==> src/rtl/ppsf_pkg.sv <==
// ----------------------------------------------------------------------------
// ppsf_pkg: shared constants and types for the path point spacing filter
// Field widths, configuration defaults and the result queue status bundle.
// ----------------------------------------------------------------------------
package ppsf_pkg;

	localparam int COORD_BITS_DEF = 31;
	localparam int SPEED_W        = 16;
	localparam int HEADING_W      = 16;
	localparam int SPACING_W      = 16;
	localparam int LIM_W          = 2 * SPACING_W;
	localparam int SQ_BITS        = 16;

	localparam logic [SPACING_W-1:0] SPACING_RST = 16'd10;

	localparam int FIFO_DEPTH = 4;

	typedef struct packed {
		logic room2;
		logic nonempty;
	} fifo_stat_t;

endpackage

==> src/rtl/ppsf_dist.sv <==
// ----------------------------------------------------------------------------
// ppsf_dist: planar spacing test
// Flags a point whose squared planar distance from the pending point is
// strictly greater than the squared spacing limit.
// ----------------------------------------------------------------------------
module ppsf_dist
	import ppsf_pkg::*;
#(
	parameter int COORD_BITS = COORD_BITS_DEF
) (
	input  logic [COORD_BITS-1:0] ax,
	input  logic [COORD_BITS-1:0] ay,
	input  logic [COORD_BITS-1:0] bx,
	input  logic [COORD_BITS-1:0] by,
	input  logic [LIM_W-1:0]      lim,
	output logic                  far
);

	localparam int DW = COORD_BITS + 1;

	logic [DW-1:0]      dx_d, dy_d, dx_a, dy_a;
	logic               big;
	logic [2*SQ_BITS-1:0] sq_x, sq_y;
	logic [2*SQ_BITS:0]   sum;

	assign dx_d = {ax[COORD_BITS-1], ax} - {bx[COORD_BITS-1], bx};
	assign dy_d = {ay[COORD_BITS-1], ay} - {by[COORD_BITS-1], by};
	assign dx_a = dx_d[DW-1] ? (~dx_d + DW'(1)) : dx_d;
	assign dy_a = dy_d[DW-1] ? (~dy_d + DW'(1)) : dy_d;

	// any offset of 2^16 or more already beats the largest possible limit
	assign big = (|dx_a[DW-1:SQ_BITS]) | (|dy_a[DW-1:SQ_BITS]);

	assign sq_x = (2*SQ_BITS)'(dx_a[SQ_BITS-1:0]) * (2*SQ_BITS)'(dx_a[SQ_BITS-1:0]);
	assign sq_y = (2*SQ_BITS)'(dy_a[SQ_BITS-1:0]) * (2*SQ_BITS)'(dy_a[SQ_BITS-1:0]);
	assign sum  = (2*SQ_BITS+1)'(sq_x) + (2*SQ_BITS+1)'(sq_y);

	assign far = big | (sum > (2*SQ_BITS+1)'(lim));

endmodule

==> src/rtl/ppsf_out_fifo.sv <==
// ----------------------------------------------------------------------------
// ppsf_out_fifo: result queue
// Small register queue that takes up to two words per clock and hands one
// word per clock to the output channel while the reader does not stall.
// ----------------------------------------------------------------------------
module ppsf_out_fifo
	import ppsf_pkg::*;
#(
	parameter int W = 8
) (
	input  logic         clk,
	input  logic         arst_n,
	input  logic [1:0]   wr_cnt,
	input  logic [W-1:0] wr_a,
	input  logic [W-1:0] wr_b,
	input  logic         rd_en,
	output logic [W-1:0] rd_data,
	output fifo_stat_t   stat
);

	localparam int PW = $clog2(FIFO_DEPTH);
	localparam int CW = $clog2(FIFO_DEPTH + 1);

	logic [W-1:0]  mem [FIFO_DEPTH];
	logic [PW-1:0] wp_q, rp_q;
	logic [CW-1:0] cnt_q;
	logic          rd_go;

	assign rd_go         = rd_en & stat.nonempty;
	assign rd_data       = mem[rp_q];
	assign stat.nonempty = (cnt_q != '0);
	assign stat.room2    = (cnt_q <= CW'(FIFO_DEPTH - 2));

	always_ff @(posedge clk) begin
		if (wr_cnt != 2'd0) begin
			mem[wp_q] <= wr_a;
		end
		if (wr_cnt == 2'd2) begin
			mem[wp_q + PW'(1)] <= wr_b;
		end
	end

	always_ff @(posedge clk or negedge arst_n) begin
		if (!arst_n) begin
			wp_q  <= '0;
			rp_q  <= '0;
			cnt_q <= '0;
		end else begin
			wp_q  <= wp_q + PW'(wr_cnt);
			rp_q  <= rp_q + PW'(rd_go);
			cnt_q <= cnt_q + CW'(wr_cnt) - CW'(rd_go);
		end
	end

endmodule

==> src/rtl/path_point_spacing_filter_core.sv <==
// ----------------------------------------------------------------------------
// path_point_spacing_filter_core: minimum distance decimation of a path
// Keeps a pending point, releases it when a new point lies farther than the
// configured spacing, merges closer points by minimum speed, flushes on end.
// ----------------------------------------------------------------------------
// An accepted point waits in the input register, then its results are queued.
// Throughput: one point per clock while the queue has room for two words; the
// input register feeds the spacing test (combinational) on the pending point.
// A point that ends the path after a release gives two words, written together
// into a four-entry result queue and read out in order.
// Reset: no pending point, empty queue, spacing 10 mm.
module path_point_spacing_filter_core
	import ppsf_pkg::*;
#(
	parameter int COORD_BITS = COORD_BITS_DEF
) (
	input  logic                        clk,
	input  logic                        arst_n,
	input  logic                        cfg_wr_en,
	input  logic [SPACING_W-1:0]        cfg_wr_data,
	input  logic                        in_valid,
	output logic                        in_stall,
	input  logic signed [COORD_BITS-1:0] pos_x,
	input  logic signed [COORD_BITS-1:0] pos_y,
	input  logic signed [COORD_BITS-1:0] pos_z,
	input  logic signed [SPEED_W-1:0]   speed,
	input  logic [HEADING_W-1:0]        heading,
	input  logic                        path_end,
	output logic                        out_valid,
	input  logic                        out_stall,
	output logic signed [COORD_BITS-1:0] out_x,
	output logic signed [COORD_BITS-1:0] out_y,
	output logic signed [COORD_BITS-1:0] out_z,
	output logic signed [SPEED_W-1:0]   out_speed,
	output logic [HEADING_W-1:0]        out_heading,
	output logic                        out_last
);

	localparam int PW = 3 * COORD_BITS + SPEED_W + HEADING_W;
	localparam int W  = PW + 1;
	localparam logic [LIM_W-1:0] LIM_RST = LIM_W'(SPACING_RST) * LIM_W'(SPACING_RST);

	// input register
	logic                          v_s1;
	logic signed [COORD_BITS-1:0]  x_s1, y_s1, z_s1;
	logic signed [SPEED_W-1:0]     speed_s1;
	logic [HEADING_W-1:0]          heading_s1;
	logic                          path_end_s1;

	// pending point
	logic                          pend_valid_q;
	logic signed [COORD_BITS-1:0]  pend_x_q, pend_y_q, pend_z_q;
	logic signed [SPEED_W-1:0]     pend_speed_q;
	logic [HEADING_W-1:0]          pend_heading_q;

	logic [LIM_W-1:0]              lim_q;

	logic                          far, proc, accept, load, e0, e1;
	logic signed [SPEED_W-1:0]     nx_speed;
	logic [PW-1:0]                 old_pt, nx_pt;
	logic [1:0]                    wr_cnt;
	logic [W-1:0]                  wr_a, wr_b, rd_data;
	fifo_stat_t                    stat;

	ppsf_dist #(.COORD_BITS(COORD_BITS)) u_dist (
		.ax  (x_s1),
		.ay  (y_s1),
		.bx  (pend_x_q),
		.by  (pend_y_q),
		.lim (lim_q),
		.far (far)
	);

	// handle the held word only when the queue can take two results
	assign proc     = v_s1 & stat.room2;
	assign in_stall = v_s1 & ~stat.room2;
	assign accept   = in_valid & ~in_stall;

	assign load     = ~pend_valid_q | far;
	assign nx_speed = load ? speed_s1 :
	                  ((speed_s1 < pend_speed_q) ? speed_s1 : pend_speed_q);

	assign old_pt = {pend_x_q, pend_y_q, pend_z_q, pend_speed_q, pend_heading_q};
	assign nx_pt  = load ? {x_s1, y_s1, z_s1, speed_s1, heading_s1}
	                     : {pend_x_q, pend_y_q, pend_z_q, nx_speed, pend_heading_q};

	assign e0     = proc & pend_valid_q & far;
	assign e1     = proc & path_end_s1;
	assign wr_cnt = {1'b0, e0} + {1'b0, e1};
	assign wr_a   = e0 ? {old_pt, 1'b0} : {nx_pt, 1'b1};
	assign wr_b   = {nx_pt, 1'b1};

	always_ff @(posedge clk or negedge arst_n) begin
		if (!arst_n) begin
			v_s1         <= 1'b0;
			pend_valid_q <= 1'b0;
			lim_q        <= LIM_RST;
		end else begin
			if (accept) begin
				v_s1 <= 1'b1;
			end else if (proc) begin
				v_s1 <= 1'b0;
			end
			if (proc) begin
				pend_valid_q <= ~path_end_s1;
			end
			if (cfg_wr_en) begin
				lim_q <= LIM_W'(cfg_wr_data) * LIM_W'(cfg_wr_data);
			end
		end
	end

	always_ff @(posedge clk) begin
		if (accept) begin
			x_s1        <= pos_x;
			y_s1        <= pos_y;
			z_s1        <= pos_z;
			speed_s1    <= speed;
			heading_s1  <= heading;
			path_end_s1 <= path_end;
		end
		if (proc) begin
			{pend_x_q, pend_y_q, pend_z_q, pend_speed_q, pend_heading_q} <= nx_pt;
		end
	end

	ppsf_out_fifo #(.W(W)) u_fifo (
		.clk     (clk),
		.arst_n  (arst_n),
		.wr_cnt  (wr_cnt),
		.wr_a    (wr_a),
		.wr_b    (wr_b),
		.rd_en   (~out_stall),
		.rd_data (rd_data),
		.stat    (stat)
	);

	assign out_valid   = stat.nonempty;
	assign out_x       = rd_data[W-1 -: COORD_BITS];
	assign out_y       = rd_data[W-1-COORD_BITS -: COORD_BITS];
	assign out_z       = rd_data[W-1-2*COORD_BITS -: COORD_BITS];
	assign out_speed   = rd_data[HEADING_W+SPEED_W -: SPEED_W];
	assign out_heading = rd_data[HEADING_W:1];
	assign out_last    = rd_data[0];

`ifndef NO_ASSERTIONS
	assert property (@(posedge clk) disable iff (!arst_n)
		(proc && path_end_s1) |=> !pend_valid_q)
		else $error("pending point survived a path end");

	assert property (@(posedge clk) disable iff (!arst_n)
		(proc && !path_end_s1) |=> pend_valid_q)
		else $error("pending point lost without a path end");

	assert property (@(posedge clk) disable iff (!arst_n)
		(v_s1 && !proc) |=> v_s1)
		else $error("held input word dropped");

	assert property (@(posedge clk) disable iff (!arst_n)
		(proc && pend_valid_q && !far) |=> (pend_speed_q <= $past(pend_speed_q)))
		else $error("merged speed rose above pending speed");
`endif

endmodule

==> config.mk <==
export PLATFORM = sky130hd
export DESIGN_NAME = path_point_spacing_filter_core
export DESIGN_NICKNAME = d
export VERILOG_FILES = /design/src/rtl/ppsf_pkg.sv /design/src/rtl/ppsf_dist.sv /design/src/rtl/ppsf_out_fifo.sv /design/src/rtl/path_point_spacing_filter_core.sv
export SDC_FILE = /design/constraint.sdc
export NUM_CORES = 2
export LEC_CHECK = 0
export ABC_AREA = 1
export BUFFER_PORTS_ARGS = -buffer_cell sky130_fd_sc_hd__buf_2
export CAP_MARGIN = 20
export CORE_MARGIN = 2
export CORE_UTILIZATION = 58
export DETAILED_ROUTE_END_ITERATION = 7
export GPL_ROUTABILITY_DRIVEN = 0
export PLACE_DENSITY = 0.83
export SLEW_MARGIN = 20
export SYNTH_ARGS = -nofsm -noshare
export SYNTH_HDL_FRONTEND = slang
export SYNTH_HIERARCHICAL = 1
export SYNTH_SLANG_ARGS = --single-unit
export TNS_END_PERCENT = 50
==> constraint.sdc <==
create_clock -name clk -period 15.7 [get_ports clk]
set_input_delay 2.355 -clock clk [delete_from_list [all_inputs] [get_ports clk]]
set_output_delay 2.355 -clock clk [all_outputs]
set_load 0.02 [all_outputs]
-- After elaboration in Yosys (flattened, before gate mapping)
Memory sizes are Yosys's and may differ from the RTL's.
Cells that the tools add are included.
- register bits after elaboration: 292
- memory bits (writable): 504
- input port bits: 147
- output and inout bits: 128
- logic and storage cells: 69
- memories: 1
- add/subtract/negate cells: 11
- multiply operators: 3
- order comparisons: 3
- equal/unequal tests: 1
- mux-type cells: 11
- bitwise operators: 17
- reduce and logical (&&, ||, !) cells: 5
- memories (name ; depth ; width ; rd ports ; clocked after memory_dff ; wr ports ; RTL line ; source):
    u_fifo.mem ; 4 ; 126 ; 1 ; 0 ; 2 ; ppsf_out_fifo.sv:24 ; logic [W-1:0] mem [FIFO_DEPTH];
- operator list (operator ; number):
    two-way mux 126 bit ; 1
    two-way mux 125 bit ; 1
    multiplier 16 x 16 -> 32 bit ; 3
    adder 32 x 1 -> 32 bit (second input constant) ; 2
    two-way mux 32 bit ; 2
    inverter 32 bit ; 2
    subtractor 31 x 31 -> 32 bit ; 2
    adder 32 x 32 -> 33 bit ; 1
    greater-than comparator 33 x 32 -> 1 bit ; 1
    OR reduction 16 bit ; 2
    < comparator 16 bit ; 1
    two-way mux 16 bit ; 1
    bitwise AND 1 bit ; 7
    two-way mux 1 bit ; 6
    inverter 1 bit ; 5
    nonzero test 2 bit ; 2
    adder 3 x 2 -> 3 bit ; 1
    less-or-equal comparator 3 x 2 -> 1 bit (second input constant) ; 1
    OR 1 bit ; 3
    nonzero test 3 bit ; 1
    subtractor 3 x 1 -> 3 bit ; 1
    adder 1 x 1 -> 2 bit ; 1
    adder 2 x 1 -> 2 bit ; 1
    adder 2 x 1 -> 2 bit (second input constant) ; 1
    2 further kinds ; 2

-- Depth between registers and ports, before layout
- depth after elaboration: 13
- gate-level depth with buffers: 81
- depth with buffers taken out: 77

-- Cells and area by module
The synthesis kept the hierarchy.
- by module, submodules not included (module ; times used ; cells an instance ; area an instance (um2) ; seq. area each (um2)):
    ppsf_out_fifo ; 1 ; 2646 ; 25258.0 ; 15309.7
    ppsf_dist ; 1 ; 3313 ; 22934.5 ; 0.0
    path_point_spacing_filter_core ; 1 ; 2173 ; 20049.2 ; 8366.8

-- Least setup slack after synthesis
No wires, ideal clock.
- path type: reg-to-reg
- from: register x_s1[2]
- to: memory u_fifo/mem[3][0] (netlist bit) (enable)
- library setup time: 1.098 ns
- data arrival time: 13.464 ns
- required time: 14.602 ns
- slack: 1.138 ns
- cell stages (with the launch flop): 70
- buffers on the path: 3
- period minus slack after synthesis: 14.562 ns
- cells stage by stage: edfxtp_1 > ha_1 > nand2_1 > nand2_1 > inv_2 > nand2_2 > nand2_2 > nand2_1 > nand2_1 > nand2_1 > nand3_1 > nand3b_1 > nand2_2 > a31oi_1 > xor2_1 > buf_2 > nor2_1 > fa_1 > (+34 left out) > nand2_1 > nand2_1 > inv_1 > nand2_1 > nor2_1 > nand3_1 > nor2_1 > nand3_1 > nor2_1 > nand3_1 > inv_1 > nor3_4 > clkbuf_1 > ha_1 > nor2_8 > nand2_2 > clkbuf_1 > nand2_1
- RTL lines (item ; RTL line ; source):
    from (decl) ; path_point_spacing_filter_core.sv:45 ; logic signed [COORD_BITS-1:0] x_s1, y_s1, z_s1;
    from (signal assigned) ; path_point_spacing_filter_core.sv:115 ; x_s1 <= pos_x;
    to (decl) ; ppsf_out_fifo.sv:24 ;

==> summary.txt <==
area of the core -> 117000 sq um
Slew Limit Fails -> 0
DR vias -> 55600
HP Start -> lim_q[19]
Reg clk slew, reported paths -> 0.06 ns
Hold Path Class -> reg -> reg
flops & latches, synth -> 795
Synth Warn # -> 6
IO Count -> 275
# H-tree levels -> 3
Required @ worst endpoint -> 16.17 ns
largest net degree at the start of global routing -> 253
synthesized cell area -> 68200 sq um
commonest cells after routing, fill and taps aside -> 1731 x nand2_1, 1517 x inv_1, 806 x o21ai_0
Initial DRC Count -> 5864
Crit Path Class -> reg -> reg
syn nets -> 9242
Fin. Hold Viols -> 0
DR pass1 iterations -> 7
Critical Path End Type -> flop
ranking of synthesized cells by area -> edfxtp_1 33%, fa_1 16%, nand2_1 9.5%, inv_1 8.3%, ha_1 7.5%
die width -> 347 microns
Synth-to-Final Area Change -> 7.21%
Yosys cell types -> 64
# DRC -> 0
max_slew headroom -> 14.9%
ratio of final minimum period to clock period -> 93.3%
crit-path max FO -> 116
actual slew at the worst max-slew pin -> 1.28 ns
Max Cap Viol -> 0
Setup TNS Final -> 0 ns
GRT overflow -> 0
most common cell after layout, fill and taps aside -> nand2_1
number of global-route vias before repair -> 56400
die height -> 347 microns
Post-DP HPWL -> 124000 microns
Setup crit start kind -> flop
Final Net Count -> 9332
Final Skew -> 0.0392 ns
mean post-synth cell area -> 8.39 sq um
total CTS buffers -> 82
Critical Path Source -> x_s1[0]
Yosys top cell area share -> 33.2%
R2R Path Start -> x_s1[0]
Worst path slowest cell -> o21ai_0
IO buf count -> 274
std cell rows -> 125
CP max stage delay -> 0.90 ns
ys async rst share -> 5.03%
Starting Density -> 58.6%
status -> finished, final reports clean
dominant synthesized flop cell -> edfxtp_1
final wirelength -> 172000 microns
Post-Layout Cell Count -> 9816
placed cell count -> 9660
die area -> 120000 sq um
post-DR vias/cell -> 5.66
CTS tree -> yes
# clock sinks -> 795
# fillers -> 9278
share of the yosys chip area belonging to registers -> 34.7%
Total GRT Usage -> 28.5%
global-route wire length before repair -> 279000 microns
Setup Viol. Count Final -> 0
Post-DRT Antenna Nets -> 0
DR WL/cell -> 17.5 microns
layout cells sized above 1 -> 8.47%
min cycle time layout -> 14.64 ns
Root Buffer -> clkbuf_16
FMAX -> 0.0683 GHz
worst-skew pair later-pin latency -> 0.67 ns
Yosys top cell by area -> edfxtp_1
CTS Hold Buffers Added -> 0
Syn Inst Count -> 8132
fin util -> 62.8%
initial antenna violation count -> 10
number of synthesized flops with an enable pin -> 755
unrepaired setup endpoints after global routing -> true
Worst EP arrival -> 15.11 ns
CTS Buffer Depth -> 3
[sequential cells by signal, indices dropped and copies added, names as in the netlist, 31 cells and up]
signal / cells
lim_q: 31
pend_x_q: 31
pend_y_q: 31
pend_z_q: 31
u_fifo/mem: 504
x_s1: 31
y_s1: 31
z_s1: 31
[Yosys cell counts, drive strengths merged, types with 2 or more instances]
library cell,n
ha,408
xor2,59
inv,1557
nand4,100
a31o,4
dfstp,3
clkinv,4
edfxtp,755
o211ai,5
nand3b,20
o21ai,1182
o21bai,14
clkbuf,150
a31oi,10
buf,172
or2,15
a21boi,4
o21a,3
a21o,10
and3,2
nand3,221
conb,2
fa,555
o31ai,4
dfrtp,37
o221ai,2
a21oi,145
nor4,2
nand2,1779
a211oi,3
xnor2,27
nor2,818
o2111ai,3
nor3,32
and2,20
[layer usage]
metal / global-route usage [%] / vias up / wire length, microns
li1: - / 26000 / -
met1: 34.8 / 26400 / 64200
met2: 49.1 / 2663 / 84200
met3: 5.35 / 481 / 16100
met4: 12.6 / 16 / 7080
met5: 0 / - / 99
[worst max-delay path: cells and delay by family (launching register included)]
kind / cells / cell delay [ns]
adder cells (fa/ha/maj): 12 / 5.40
flip-flops: 1 / 0.39
XOR/XNOR: 1 / 0.19
buffers and inverters: 6 / 0.81
AO/OA/AOI/OAI: 10 / 3.31
AND/OR/NAND/NOR: 26 / 4.23
[cell type report]
cell class              count  area, sq um  share of cell area, %
clock inverters            47          592                  0.809
diodes                      5         12.5                 0.0171
multi-input cells        5454        37000                   50.6
repair buffers            328         1930                   2.63
inverters                1561         5890                   8.05
well taps                1524         1910                   2.61
flip-flops and latches    795        23700                   32.4
clock buffers             102         2150                   2.94
[repair_timing]
item,CTS,global route
setup buffers,0,2
gates resized for setup,0,3
hold endpoints to repair,0,0
setup endpoints to repair,0,1008
[kinds of logic (layout without fill, tap and decap cells)]
family / after synthesis / in the layout / synth area share [%]
and+or+nand+nor: 3010 / 3010 / 18.2
buffers and inverters: 1883 / 2038 / 11.2
AOI/OAI and AO/OA: 1391 / 1391 / 10.9
adders and majority gates: 963 / 963 / 23.8
DFF: 795 / 795 / 34.7
xor gates and xnor gates: 87 / 87 / 1.19
other: 2 / 7 / 0.0110
muxes: 1 / 1 / 0.0165
[worst paths after layout]
check / cells after the start / slack [ns] / end
hold / removal: 2 / 0.48 / lim_q[19]
hold reg to reg: 2 / 0.48 / lim_q[19]
setup reg to reg: 55 / 1.06 / u_fifo/mem[0][116]
max in group asynchronous: 1 / 13.16 / u_fifo/rp_q[0]
min in group asynchronous: 1 / 1.84 / u_fifo/rp_q[0]
setup / recovery: 55 / 1.06 / u_fifo/mem[0][116]
[stage by stage]
step,setup slack [ns],area [sq um],hold slack (ns)
after global routing,-0.0460,73100,0.508
after floorplan,1.14,68200,0.442
final,1.06,73200,0.481
after CTS,0.346,73100,0.482
after detailed placement,0.409,70400,0.465
after global placement,0.880,70400,0.463
Power is left out: the tool's default activity adds up to more than one toggle a clock period on the data nets, which glitch-free logic cannot reach.
